--- src/rtl/shfr_pkg.sv ---
// ----------------------------------------------------------------------------
// shfr_pkg
// Shared constants and controller/datapath interface types for the
// sync-header frame receiver.
// ----------------------------------------------------------------------------
package shfr_pkg;

  // framing constants
  localparam logic [7:0]  SYNC_BYTE     = 8'hFF;
  localparam logic [15:0] TIMEOUT_RESET = 16'd100;
  localparam int          IDLE_W        = 17;

  // input beat kinds carried in tuser
  localparam logic OP_BYTE = 1'b0;
  localparam logic OP_TICK = 1'b1;

  // result kinds carried in tuser
  localparam logic KIND_PAYLOAD = 1'b0;
  localparam logic KIND_CSUM_ERR = 1'b1;

  // commands from controller to datapath
  typedef struct packed {
    logic tick_inc;     // count one idle tick
    logic idle_clr;     // byte seen, restart idle count
    logic clr_parser;   // clear fill index and running sum
    logic store_byte;   // write payload byte, advance index and sum
    logic load_err;     // load checksum error result
    logic rd_clr;       // restart payload read index
    logic rd_issue;     // read payload store at read index
    logic load_pay;     // load payload result from read data
    logic rd_next;      // advance read index
  } shfr_cmd_t;

  // status from datapath to controller
  typedef struct packed {
    logic timed_out;    // idle count above timeout
    logic sync_hit;     // incoming byte is a sync byte
    logic fill_last;    // this store completes the payload
    logic sum_ok;       // incoming byte equals inverted sum
    logic out_free;     // output register can take a result
    logic rd_last;      // read index at final payload byte
  } shfr_stat_t;

endpackage

--- src/rtl/sync_header_frame_receiver.sv ---
// ----------------------------------------------------------------------------
// sync_header_frame_receiver
// Parses a byte/tick stream for double 0xFF sync frames with an inverted
// sum checksum; emits payload runs or a checksum error result.
// ----------------------------------------------------------------------------
//
// channel  dir  tdata                               tuser               tlast
// s_*      in   [7:0] rx_byte                        op (0 byte, 1 tick) -
// m_*      out  [7:0] payload_byte, [13:8] byte_index kind (1 csum err)  last
// cfg_*    in   cfg_wdata = idle_timeout_ticks, written when cfg_we
//
// a byte or tick beat is taken while the output register is free and no read-out runs
// a good frame emits PAYLOAD_BYTES results, each read from the registered read
// port of the payload store before it is loaded; input is held off meanwhile
// a checksum error is one result loaded with the checksum beat
// rst is synchronous; the payload store has no reset and needs no clear pass
// output stalls hold the result register and back-pressure the input
//
module sync_header_frame_receiver
  import shfr_pkg::*;
#(
  parameter int PAYLOAD_BYTES = 8
)(
  input  logic        clk,
  input  logic        rst,
  input  logic        cfg_we,
  input  logic [15:0] cfg_wdata,
  input  logic        s_tvalid,
  output logic        s_tready,
  input  logic [7:0]  s_tdata,   // [7:0] rx_byte
  input  logic        s_tuser,   // [0] op
  output logic        m_tvalid,
  input  logic        m_tready,
  output logic [15:0] m_tdata,   // [7:0] payload_byte, [13:8] byte_index
  output logic        m_tuser,   // [0] kind
  output logic        m_tlast
);

  shfr_cmd_t  cmd;
  shfr_stat_t stat;

  // parser controller
  shfr_ctrl u_ctrl (
    .clk      (clk),
    .rst      (rst),
    .s_tvalid (s_tvalid),
    .s_tuser  (s_tuser),
    .s_tready (s_tready),
    .stat     (stat),
    .cmd      (cmd)
  );

  // counters, store and output register
  shfr_datapath #(
    .PAYLOAD_BYTES (PAYLOAD_BYTES)
  ) u_datapath (
    .clk       (clk),
    .rst       (rst),
    .cfg_we    (cfg_we),
    .cfg_wdata (cfg_wdata),
    .s_tdata   (s_tdata),
    .cmd       (cmd),
    .stat      (stat),
    .m_tvalid  (m_tvalid),
    .m_tready  (m_tready),
    .m_tdata   (m_tdata),
    .m_tuser   (m_tuser),
    .m_tlast   (m_tlast)
  );

endmodule

--- src/rtl/shfr_ctrl.sv ---
// ----------------------------------------------------------------------------
// shfr_ctrl
// Parser state machine: sync hunting, payload collection, checksum check
// and sequencing of the payload read-out.
// ----------------------------------------------------------------------------
module shfr_ctrl
  import shfr_pkg::*;
(
  input  logic       clk,
  input  logic       rst,
  input  logic       s_tvalid,
  input  logic       s_tuser,
  output logic       s_tready,
  input  shfr_stat_t stat,
  output shfr_cmd_t  cmd
);

  typedef enum logic [5:0] {
    ST_HUNT    = 6'b000001,
    ST_SYNC2   = 6'b000010,
    ST_COLLECT = 6'b000100,
    ST_CHECK   = 6'b001000,
    ST_READ    = 6'b010000,
    ST_LOAD    = 6'b100000
  } state_t;

  state_t state;
  state_t state_next;
  state_t eff_state;
  logic   acc;
  logic   byte_acc;

  // input taken only in parse states with room for an error result
  assign s_tready = (state != ST_READ) && (state != ST_LOAD) && stat.out_free;
  assign acc      = s_tvalid && s_tready;
  assign byte_acc = acc && (s_tuser == OP_BYTE);

  // a timeout sends the byte to sync hunting
  assign eff_state = (byte_acc && stat.timed_out) ? ST_HUNT : state;

  // next state and commands
  always_comb begin
    state_next = state;
    cmd        = '0;
    cmd.tick_inc   = acc && (s_tuser == OP_TICK);
    cmd.idle_clr   = byte_acc;
    cmd.clr_parser = byte_acc && stat.timed_out;
    if (byte_acc) begin
      unique case (eff_state)
        ST_HUNT: begin
          state_next = stat.sync_hit ? ST_SYNC2 : ST_HUNT;
        end
        ST_SYNC2: begin
          state_next = stat.sync_hit ? ST_COLLECT : ST_SYNC2;
        end
        ST_COLLECT: begin
          cmd.store_byte = 1'b1;
          state_next     = stat.fill_last ? ST_CHECK : ST_COLLECT;
        end
        ST_CHECK: begin
          cmd.clr_parser = 1'b1;
          if (stat.sum_ok) begin
            cmd.rd_clr = 1'b1;
            state_next = ST_READ;
          end else begin
            cmd.load_err = 1'b1;
            state_next   = ST_HUNT;
          end
        end
        default: begin
          state_next = state;
        end
      endcase
    end else begin
      unique case (state)
        ST_READ: begin
          cmd.rd_issue = 1'b1;
          state_next   = ST_LOAD;
        end
        ST_LOAD: begin
          if (stat.out_free) begin
            cmd.load_pay = 1'b1;
            if (stat.rd_last) begin
              state_next = ST_HUNT;
            end else begin
              cmd.rd_next = 1'b1;
              state_next  = ST_READ;
            end
          end
        end
        default: begin
          state_next = state;
        end
      endcase
    end
  end

  // state register
  always_ff @(posedge clk) begin
    if (rst) begin
      state <= ST_HUNT;
    end else begin
      state <= state_next;
    end
  end

endmodule

--- src/rtl/shfr_datapath.sv ---
// ----------------------------------------------------------------------------
// shfr_datapath
// Idle tick counter, timeout register, payload store, running sum and the
// result output register.
// ----------------------------------------------------------------------------
module shfr_datapath
  import shfr_pkg::*;
#(
  parameter int PAYLOAD_BYTES = 8
)(
  input  logic        clk,
  input  logic        rst,
  input  logic        cfg_we,
  input  logic [15:0] cfg_wdata,
  input  logic [7:0]  s_tdata,
  input  shfr_cmd_t   cmd,
  output shfr_stat_t  stat,
  output logic        m_tvalid,
  input  logic        m_tready,
  output logic [15:0] m_tdata,
  output logic        m_tuser,
  output logic        m_tlast
);

  localparam int AW = (PAYLOAD_BYTES > 1) ? $clog2(PAYLOAD_BYTES) : 1;
  localparam logic [AW-1:0]     LAST_IDX = AW'(PAYLOAD_BYTES - 1);
  localparam logic [IDLE_W-1:0] IDLE_MAX = '1;

  logic [15:0]       timeout;
  logic [IDLE_W-1:0] idle_ticks;
  logic [AW-1:0]     fill_index;
  logic [7:0]        running_sum;
  logic [AW-1:0]     rd_idx;
  logic [7:0]        rd_data;
  logic [7:0]        mem [PAYLOAD_BYTES];

  logic        out_valid;
  logic        out_kind;
  logic [7:0]  out_byte;
  logic [5:0]  out_index;
  logic        out_last;

  // status toward the controller
  assign stat.timed_out = idle_ticks > {1'b0, timeout};
  assign stat.sync_hit  = s_tdata == SYNC_BYTE;
  assign stat.fill_last = fill_index == LAST_IDX;
  assign stat.sum_ok    = (~running_sum) == s_tdata;
  assign stat.out_free  = !out_valid || m_tready;
  assign stat.rd_last   = rd_idx == LAST_IDX;

  // timeout register
  always_ff @(posedge clk) begin
    if (rst) begin
      timeout <= TIMEOUT_RESET;
    end else if (cfg_we) begin
      timeout <= cfg_wdata;
    end
  end

  // saturating idle tick counter
  always_ff @(posedge clk) begin
    if (rst) begin
      idle_ticks <= '0;
    end else if (cmd.idle_clr) begin
      idle_ticks <= '0;
    end else if (cmd.tick_inc && (idle_ticks != IDLE_MAX)) begin
      idle_ticks <= idle_ticks + 1'b1;
    end
  end

  // fill index and running sum
  always_ff @(posedge clk) begin
    if (rst) begin
      fill_index  <= '0;
      running_sum <= '0;
    end else if (cmd.clr_parser) begin
      fill_index  <= '0;
      running_sum <= '0;
    end else if (cmd.store_byte) begin
      fill_index  <= fill_index + 1'b1;
      running_sum <= running_sum + s_tdata;
    end
  end

  // payload store
  always_ff @(posedge clk) begin
    if (cmd.store_byte) begin
      mem[fill_index] <= s_tdata;
    end
    if (cmd.rd_issue) begin
      rd_data <= mem[rd_idx];
    end
  end

  // read index for emission
  always_ff @(posedge clk) begin
    if (rst) begin
      rd_idx <= '0;
    end else if (cmd.rd_clr) begin
      rd_idx <= '0;
    end else if (cmd.rd_next) begin
      rd_idx <= rd_idx + 1'b1;
    end
  end

  // output register valid
  always_ff @(posedge clk) begin
    if (rst) begin
      out_valid <= 1'b0;
    end else if (cmd.load_err || cmd.load_pay) begin
      out_valid <= 1'b1;
    end else if (m_tready) begin
      out_valid <= 1'b0;
    end
  end

  // output register payload
  always_ff @(posedge clk) begin
    if (cmd.load_err) begin
      out_kind  <= KIND_CSUM_ERR;
      out_byte  <= '0;
      out_index <= '0;
      out_last  <= 1'b1;
    end else if (cmd.load_pay) begin
      out_kind  <= KIND_PAYLOAD;
      out_byte  <= rd_data;
      out_index <= 6'(rd_idx);
      out_last  <= rd_idx == LAST_IDX;
    end
  end

  assign m_tvalid = out_valid;
  assign m_tdata  = {2'b00, out_index, out_byte};
  assign m_tuser  = out_kind;
  assign m_tlast  = out_last;

endmodule
--- config.mk ---
export PLATFORM = sky130hd
export DESIGN_NAME = sync_header_frame_receiver
export DESIGN_NICKNAME = d
export VERILOG_FILES = /design/src/rtl/shfr_pkg.sv /design/src/rtl/sync_header_frame_receiver.sv /design/src/rtl/shfr_ctrl.sv /design/src/rtl/shfr_datapath.sv
export SDC_FILE = /design/constraint.sdc
export NUM_CORES = 1
export LEC_CHECK = 0
export ABC_AREA = 1
export ABC_CLOCK_PERIOD_IN_PS = 3700
export BUFFER_PORTS_ARGS = -buffer_cell sky130_fd_sc_hd__buf_2
export CAP_MARGIN = 15
export CORE_ASPECT_RATIO = 0.6
export CORE_MARGIN = 2
export CORE_UTILIZATION = 55
export DETAILED_ROUTE_END_ITERATION = 8
export PLACE_DENSITY_LB_ADDON = 0.12
export SYNTH_ARGS = -nofsm -noshare
export SYNTH_HDL_FRONTEND = slang
export SYNTH_HIERARCHICAL = 1
export SYNTH_SLANG_ARGS = --single-unit
--- constraint.sdc ---
create_clock -name clk -period 3.7 [get_ports clk]
set_clock_uncertainty 0.2 [all_clocks]
set_input_delay 0.37 -clock clk [delete_from_list [all_inputs] [get_ports clk]]
set_output_delay 0.37 -clock clk [all_outputs]
set_load 0.02 [all_outputs]
* Yosys cells after proc, flatten, opt, wreduce, memory -nomap -nowiden
Memory sizes are Yosys's and may differ from the RTL's. A register that Yosys moved wholly into a read port is not among the register bits. Cells that the tools add are included.
Word-level totals: bits in writable memories 64, register bits 67, memories 1, input bits 30, word-level logic and storage cells 75
Memory list:
- u_datapath.mem | words 8, bits a word 8, rd ports 1, clocked after Yosys merged registers in 1, wr ports 1, RTL line shfr_datapath.sv:35 | logic [7:0] mem [PAYLOAD_BYTES];
Operators by class: equal/unequal tests 15, add/sub/neg operators 4, reductions and logical operators 16, bitwise operators 2, order comparisons 1, multiplexer cells 25
Operators by type and width (count):
- $pmux W6 S4 | 1
- $mux W6 | 3
- $add A17 B1 Y17 const B | 1
- $gt A17 B16 Y1 | 1
- $ne A17 B17 Y1 const B | 1
- $pmux W6 S2 | 1
- $mux W1 | 10
- $mux W5 | 2
- $add A8 B8 Y8 | 1
- $eq A8 B8 Y1 | 1
- $eq A8 B8 Y1 const B | 1
- $mux W2 | 4
- $mux W4 | 2
- $not A8 Y8 | 1
- $logic_and A1 B1 Y1 | 7
- $add A3 B1 Y3 const B | 2
- $eq A3 B3 Y1 const B | 2
- $eq A6 B1 Y1 const B | 1
- $eq A6 B2 Y1 const B | 1
- $eq A6 B3 Y1 const B | 1
- $eq A6 B4 Y1 const B | 1
- $eq A6 B5 Y1 const B | 1
- $eq A6 B6 Y1 const B | 1
- $mux W3 | 2
- 11 further kinds | 14

* Longest topological paths before layout
Gate-level depths: netlist (run 1).
depth after elaboration 12, mapped depth 22, mapped depth without buffers 22

* By module
The synthesis (run 1) kept the hierarchy.
By module, submodules not included:
- shfr_datapath | cells an instance 660, seq. area each 3383.2 um2, area an instance 5984.5 um2, instances 1
- shfr_ctrl | cells an instance 93, seq. area each 120.1 um2, area an instance 568.0 um2, instances 1

* Worst setup path after synthesis (run 1)
OpenSTA, ideal clock, no wires.
path kind register to register, from register u_datapath.timeout[15], to memory u_datapath.mem[0][0], enable pin, path buffers 0, arrival 2.611 ns, cell stages (with the launch flop) 17, slack 0.519 ns, cell sequence dfxtp_1 > inv_1 > ha_1 > or2_2 > o21bai_1 > a21oi_1 > nand3_1 > nand2_1 > inv_1 > nand4_2 > nand2_1 > nor2_1 > nand2_2 > nor2_1 > inv_2 > or2_2 > nor2_1
RTL lines:
- start, declared | RTL line shfr_datapath.sv:29 | logic [15:0] timeout;
- start signal, assigned | RTL line shfr_datapath.sv:56 | timeout <= cfg_wdata;
- end, declared | RTL line shfr_datapath.sv:35

==> impl_metrics.csv, run 1 <==
group,metric,value,unit
run_status,status,"completed",
cts,cts.sinks,139,
sta,grt_setup_unrepaired,"no",
power_and_ir_drop,p_leak,3.25,nW
power_and_ir_drop,ir_drop,0.000387,V
min_path,hp-class,"in -> reg",
cts,clk_pin_slew,60,ps
place,numPortBuffers,44,
cts,clkLatencyLatePin,420,ps
sta,layout_min_cycle_time,3350,ps
cells_and_area,num_antenna_cells,0,
global_route,grt_max_degree,35,
global_route,antenna_found_initial,0,
sta,fin_tns_setup,0,ps
cells_and_area,nNetsFinal,872,
power_and_ir_drop,cellPowerDensity,479,nW/um^2
route,first_iter_violations,550,
sta,relSlewSlack,0.549,
synth,synthArstFlopShare,0,
sta,report.final.setup_viol,0,
synth,synth.area.top_cells,"edfxtp_1, dfxtp_1, nor2_1",
setup_path,endpoint_kind,"flip-flop",
setup_path,crit_family,"simple AND/OR/NAND/NOR gates",
setup_path,path_cells,"ha_1 > nand2_1 > nor2_1 > nand2_1 > nor2_1 > nand3_1 > nand2_1 > inv_1 > nand4_2 > nand2_1 > nor2_1 > nand2_2 > nor2_1 > inv_2 > or2_2 > nor2_1 > buf_4",
synth,yosysTopAreaCell,"edfxtp_1",
floorplanning,rows,30,
power_and_ir_drop,finalPower,3.63,mW
sta,period_share,0.904,
route,viasPerCell,5.36,
setup_path,crit_type,"reg -> reg",
sta,tightest_slew,675,ps
cells_and_area,drive_gt1_frac,0.141,
sta,fmax,299,MHz
place,placedInstanceArea,6950,sq um
setup_path,critPathRequiredTime,3620,ps
place,hpwlAfterDp,11500,um
setup_path,worstPathMaxFanout,10,
setup_path,cp_num_cells,17,
cts,cts_tree,"built",
floorplanning,die_h,88.5,um
floorplanning,dieArea,12800,sq um
flow_run,max_cap_viol_count,0,
route,first_pass_iters,5,
synth,synth_edf_count,72,
setup_path,crit_arrival,3270,ps
synth,synth_cell_types,40,
global_route,grt_pass1_vias,4853,
synth,seq_area_frac_synth,0.535,
synth,avgSynthCellArea,8.70,sq um
cells_and_area,layout_common_cells,"nor2_1, nand2_1, inv_1",
synth,yosys_warnings,6,
setup_path,cp_num_buf_inv,3,
cts,cts_buffers,17,
floorplanning,core,11400,sq um
cells_and_area,syn_to_final_growth,15.6,%
cts,cts_max_level,4,
synth,netlist_area,6550,sq um
route,drc_errors,0,
setup_path,slowest_delay,390,ps
synth,synth_top_area_share,0.330,
route,routed_wl,15900,um
floorplanning,die_w,145,um
cts,root_buffer,"clkbuf_16",
cells_and_area,final_cells,985,
setup_path,critPathLaunchType,"flip-flop",
cells_and_area,final_common_cell,"nor2_1",
route,wl_per_cell,16.2,um
cts,clock_path_buffers,2,
global_route,track_usage,0.260,
synth,synth_ff_type,"edfxtp_1",
route,ant_nets,0,
setup_path,ff2ff_path_depth,17,
setup_path,crit_path_frequent_cell,"nor2_1",
cells_and_area,finalInstanceArea,7580,sq um
min_path,holdPathStages,3,
place,gp_congestion,0.895,
route,vias,5281,
sta,whs,37.6,ps
place,place_inst,949,
floorplanning,initial_core_util,0.572,
global_route,grt_pass1_wl,25200,um
sta,finalMaxSlewViolations,0,
floorplanning,ioPinCount,50,
synth,syn-instance-count,753,
setup_path,critPathSlowestCell,"dfxtp_1",
sta,final_hold_viol_count,0,
global_route,grt-ovfl-total,0,
synth,synth_seq_cells,139,
## per-layer routing
layer	vias to the layer above	part of all wire	wire length [um]	GRT usage
met5	-	0	0	0
met4	0	0.0086	137	0.0720
met3	13	0.090	1440	0.0706
met2	180	0.39	6280	0.359
met1	2476	0.51	8080	0.399
li1	2612	-	-	-
## metrics by stage
stage	worst slack (ps)	util
finish	354	0.662
global route	135	0.662
CTS	408	0.662
detailed placement	446	0.607
global placement	530	0.607
floorplan	519	-
## final cells by class
class	instances	area [sq um]
tap	160	200
inverter	89	334
timing repair buffer	60	350
sequential	139	3500
clock inverter	13	115
multi-input combinational	505	2600
clock buffer	19	475
fill	912	3870
## logic make-up (layout without fill, tap and decap cells)
family | count (synthesis) | count (layout) | share of synthesized area
buffers and inverters | 113 | 181 | 0.0712
AO/OA/AOI/OAI | 154 | 154 | 0.125
XOR/XNOR | 4 | 4 | 0.00535
AND/OR/NAND/NOR | 312 | 312 | 0.205
other | 1 | 5 | 0.000572
adder cells (fa/ha/maj) | 30 | 30 | 0.0584
flip-flops | 139 | 139 | 0.535
## cells in the mapped netlist, types with 3 or more instances
library cell and number:
nor2_1 128, nand2_1 127, inv_1 82, o21ai_0 79, edfxtp_1 72, dfxtp_1 67, a21oi_1 53, ha_1 29
nand3_1 24, a31oi_1 9, buf_4 9, clkbuf_1 7, nand4_1 7, buf_2 6, inv_2 6, nand3_2 5
o21bai_1 4, nand2_2 3, nor2_4 3, nor3_1 3, o21ai_1 3, or2_2 3
## worst register-to-register path: cells and delay by family, from the launching register on
kind | cells | cell delay, ps
adders and majority gates | 1 | 320
buffers and inverters | 3 | 370
DFF | 1 | 390
and+or+nand+nor | 13 | 1760
## final timing paths
path | endpoint | slack [ps] | from
setup / recovery | u_datapath/mem[2][0] | 350 | u_datapath/idle_ticks[11]
setup reg to reg | u_datapath/mem[2][0] | 350 | u_datapath/idle_ticks[11]
hold / removal | u_datapath/timeout[10] | 40 | cfg_wdata[10]
hold reg to reg | u_datapath/m_tuser | 240 | u_datapath/m_tuser
## report_power, final
part	total [mW]	switching, mW	internal [mW]
clock network	1.67	0.701	0.965
registers	1.69	0.0255	1.67
logic	0.270	0.183	0.0864
## state kept, by name, summed over array words and instances, names as in the netlist
register	cells
u_datapath/mem	64
u_datapath/idle_ticks	17
u_datapath/timeout	16
u_datapath/out_byte	8
u_datapath/rd_data	8
u_datapath/running_sum	8
u_ctrl/state	6
u_datapath/fill_index	3
u_datapath/out_index	3
u_datapath/rd_idx	3
u_datapath/m_tlast	1
u_datapath/m_tuser	1
u_datapath/m_tvalid	1
## timing repair
action                                 CTS  global route
endpoints found under the hold margin    4             0
setup buffers                            0             0
gates resized for setup                  0             0
hold buffers                             4             0
Power figures use the tool's default switching activity.
==> run 2: changes to the inputs <==
CELL_PAD_IN_SITES_DETAIL_PLACEMENT = 0   (was not set)
CELL_PAD_IN_SITES_GLOBAL_PLACEMENT = 1   (was not set)
CORE_UTILIZATION = 46   (was 55)
==> impl_metrics.csv, run 2 (synthesis gave the netlist of run 1 again) <==
group,metric,value,unit
sta,final_hold_viol_count,0,
cells_and_area,regArea,3500,sq um
cells_and_area,multi_input_area,2600,sq um
global_route,grt_pass1_vias,4820,
run_status,status,"completed",
power_and_ir_drop,ir_drop,0.000309,V
sta,layout_min_cycle_time,3460,ps
cts,cts.sinks,139,
setup_path,endpoint_kind,"flip-flop",
floorplanning,die_w,158,um
cts,clkLatencyLatePin,420,ps
setup_path,critPathSlowestCell,"dfxtp_1",
setup_path,critPathRequiredTime,3620,ps
cts,postCtsSetupBuffers,0,
floorplanning,core,13800,sq um
sta,relSlewSlack,0.531,
sta,finalMaxSlewViolations,0,
setup_path,crit_arrival,3380,ps
setup_path,crit_family,"simple AND/OR/NAND/NOR gates",
cts,root_buffer,"clkbuf_16",
sta,period_share,0.936,
route,wl_per_cell,16.2,um
place,numPortBuffers,44,
global_route,antenna_found_initial,1,
floorplanning,rows,33,
flow_run,max_cap_viol_count,0,
floorplanning,initial_core_util,0.475,
cells_and_area,syn_to_final_growth,17.1,%
cts,cts_buffers,17,
setup_path,cp_num_buf_inv,4,
floorplanning,die_h,96.5,um
cts,cts_max_level,4,
sta,report.final.setup_viol,0,
route,routed_wl,16500,um
route,ant_nets,0,
min_path,hp-class,"in -> reg",
cts,cts_tree,"built",
route,drc_errors,0,
cells_and_area,reg.largest.list,"u_datapath/mem (64), u_datapath/idle_ticks (17), u_datapath/timeout (16)",
cts,clock_path_buffers,2,
sta,fmax,289,MHz
cells_and_area,num_antenna_cells,0,
power_and_ir_drop,p_leak,3.27,nW
power_and_ir_drop,cellPowerDensity,500,nW/um^2
setup_path,crit_path_frequent_cell,"nand2_1",
sta,whs,29.8,ps
sta,tightest_slew,697,ps
route,first_pass_iters,6,
sta,grt_setup_unrepaired,"no",
route,first_iter_violations,622,
setup_path,path_cells,"ha_1 > nand2_1 > inv_1 > nand2_1 > nand2_1 > a21oi_1 > nand3_1 > nand2_1 > inv_1 > nand4_2 > nand2_1 > nor2_1 > nand2_2 > nor2_1 > inv_2 > or2_2 > nor2_1 > buf_4",
setup_path,critPathLaunchType,"flip-flop",
setup_path,slowest_delay,470,ps
global_route,grt_max_degree,35,
power_and_ir_drop,finalPower,3.84,mW
sta,fin_tns_setup,0,ps
cells_and_area,layout_common_cells,"nand2_1, nor2_1, inv_1",
floorplanning,ioPinCount,50,
cells_and_area,final_util,0.557,
cells_and_area,final_common_cell,"nand2_1",
setup_path,crit_type,"reg -> reg",
floorplanning,dieArea,15200,sq um
cells_and_area,largest_reg_flops,64,
route,vias,5270,
setup_path,worstPathMaxFanout,10,
route,viasPerCell,5.18,
global_route,grt_pass1_wl,25900,um
global_route,grt-ovfl-total,0,
cells_and_area,drive_gt1_frac,0.141,
cells_and_area,top_register,"u_datapath/mem",
cells_and_area,fillers,1270,
place,gp_congestion,0.854,
place,hpwlAfterDp,12000,um
cells_and_area,nNetsFinal,872,
global_route,track_usage,0.230,
cts,clk_pin_slew,60,ps
-- run 2: final cells by class --
cell class,instances,share of cell area
Clock inverter,13,0.0279
Timing Repair Buffer,60,0.0453
Sequential cell,139,0.456
Clock buffer,19,0.0564
Multi-Input combinational cell,505,0.339
Tap cell,192,0.0313
Inverter,89,0.0435
-- run 2: power breakdown --
group / internal [mW] / total, mW / switching, mW
registers: 1.67 / 1.69 / 0.0252
clock network: 1.20 / 1.87 / 0.668
logic: 0.0866 / 0.271 / 0.185
-- run 2: per-stage QoR --
step                worst slack [ps]  area (sq um)  instances
floorplan                        519          6570        757
global placement                 335          6990        982
detailed placement               296          6990        982
CTS                              274          7670       1017
global route                    30.1          7670       1017
finish                           238          7670       1017
-- run 2: worst min-delay path, stage by stage --
cell and delay, ps:
buf_2 90, a21oi_1 70, o21ai_0 70
-- run 2: per-layer routing --
layer	track usage	vias up	wire length (um)
met5	0	-	0
met4	0.0691	0	91
met3	0.0419	8	1350
met2	0.301	174	6310
met1	0.376	2471	8770
li1	-	2617	-
-- run 2: repair_timing --
| action | CTS | global route |
|---|---|---|
| endpoints found under the setup margin | 0 | 18 |
| hold endpoints to repair | 3 | 0 |
| hold buffers | 3 | 0 |
| gates resized for setup | 0 | 2 |
-- run 2: worst paths after layout --
path / start / endpoint / slack [ps] / cells past startpoint
max: u_datapath/idle_ticks[11] / u_datapath/mem[0][1] / 240 / 18
min: cfg_wdata[2] / u_datapath/timeout[2] / 30 / 3
max reg2reg: u_datapath/idle_ticks[11] / u_datapath/mem[0][1] / 240 / 18
min reg2reg: u_datapath/m_tuser / u_datapath/m_tuser / 250 / 2
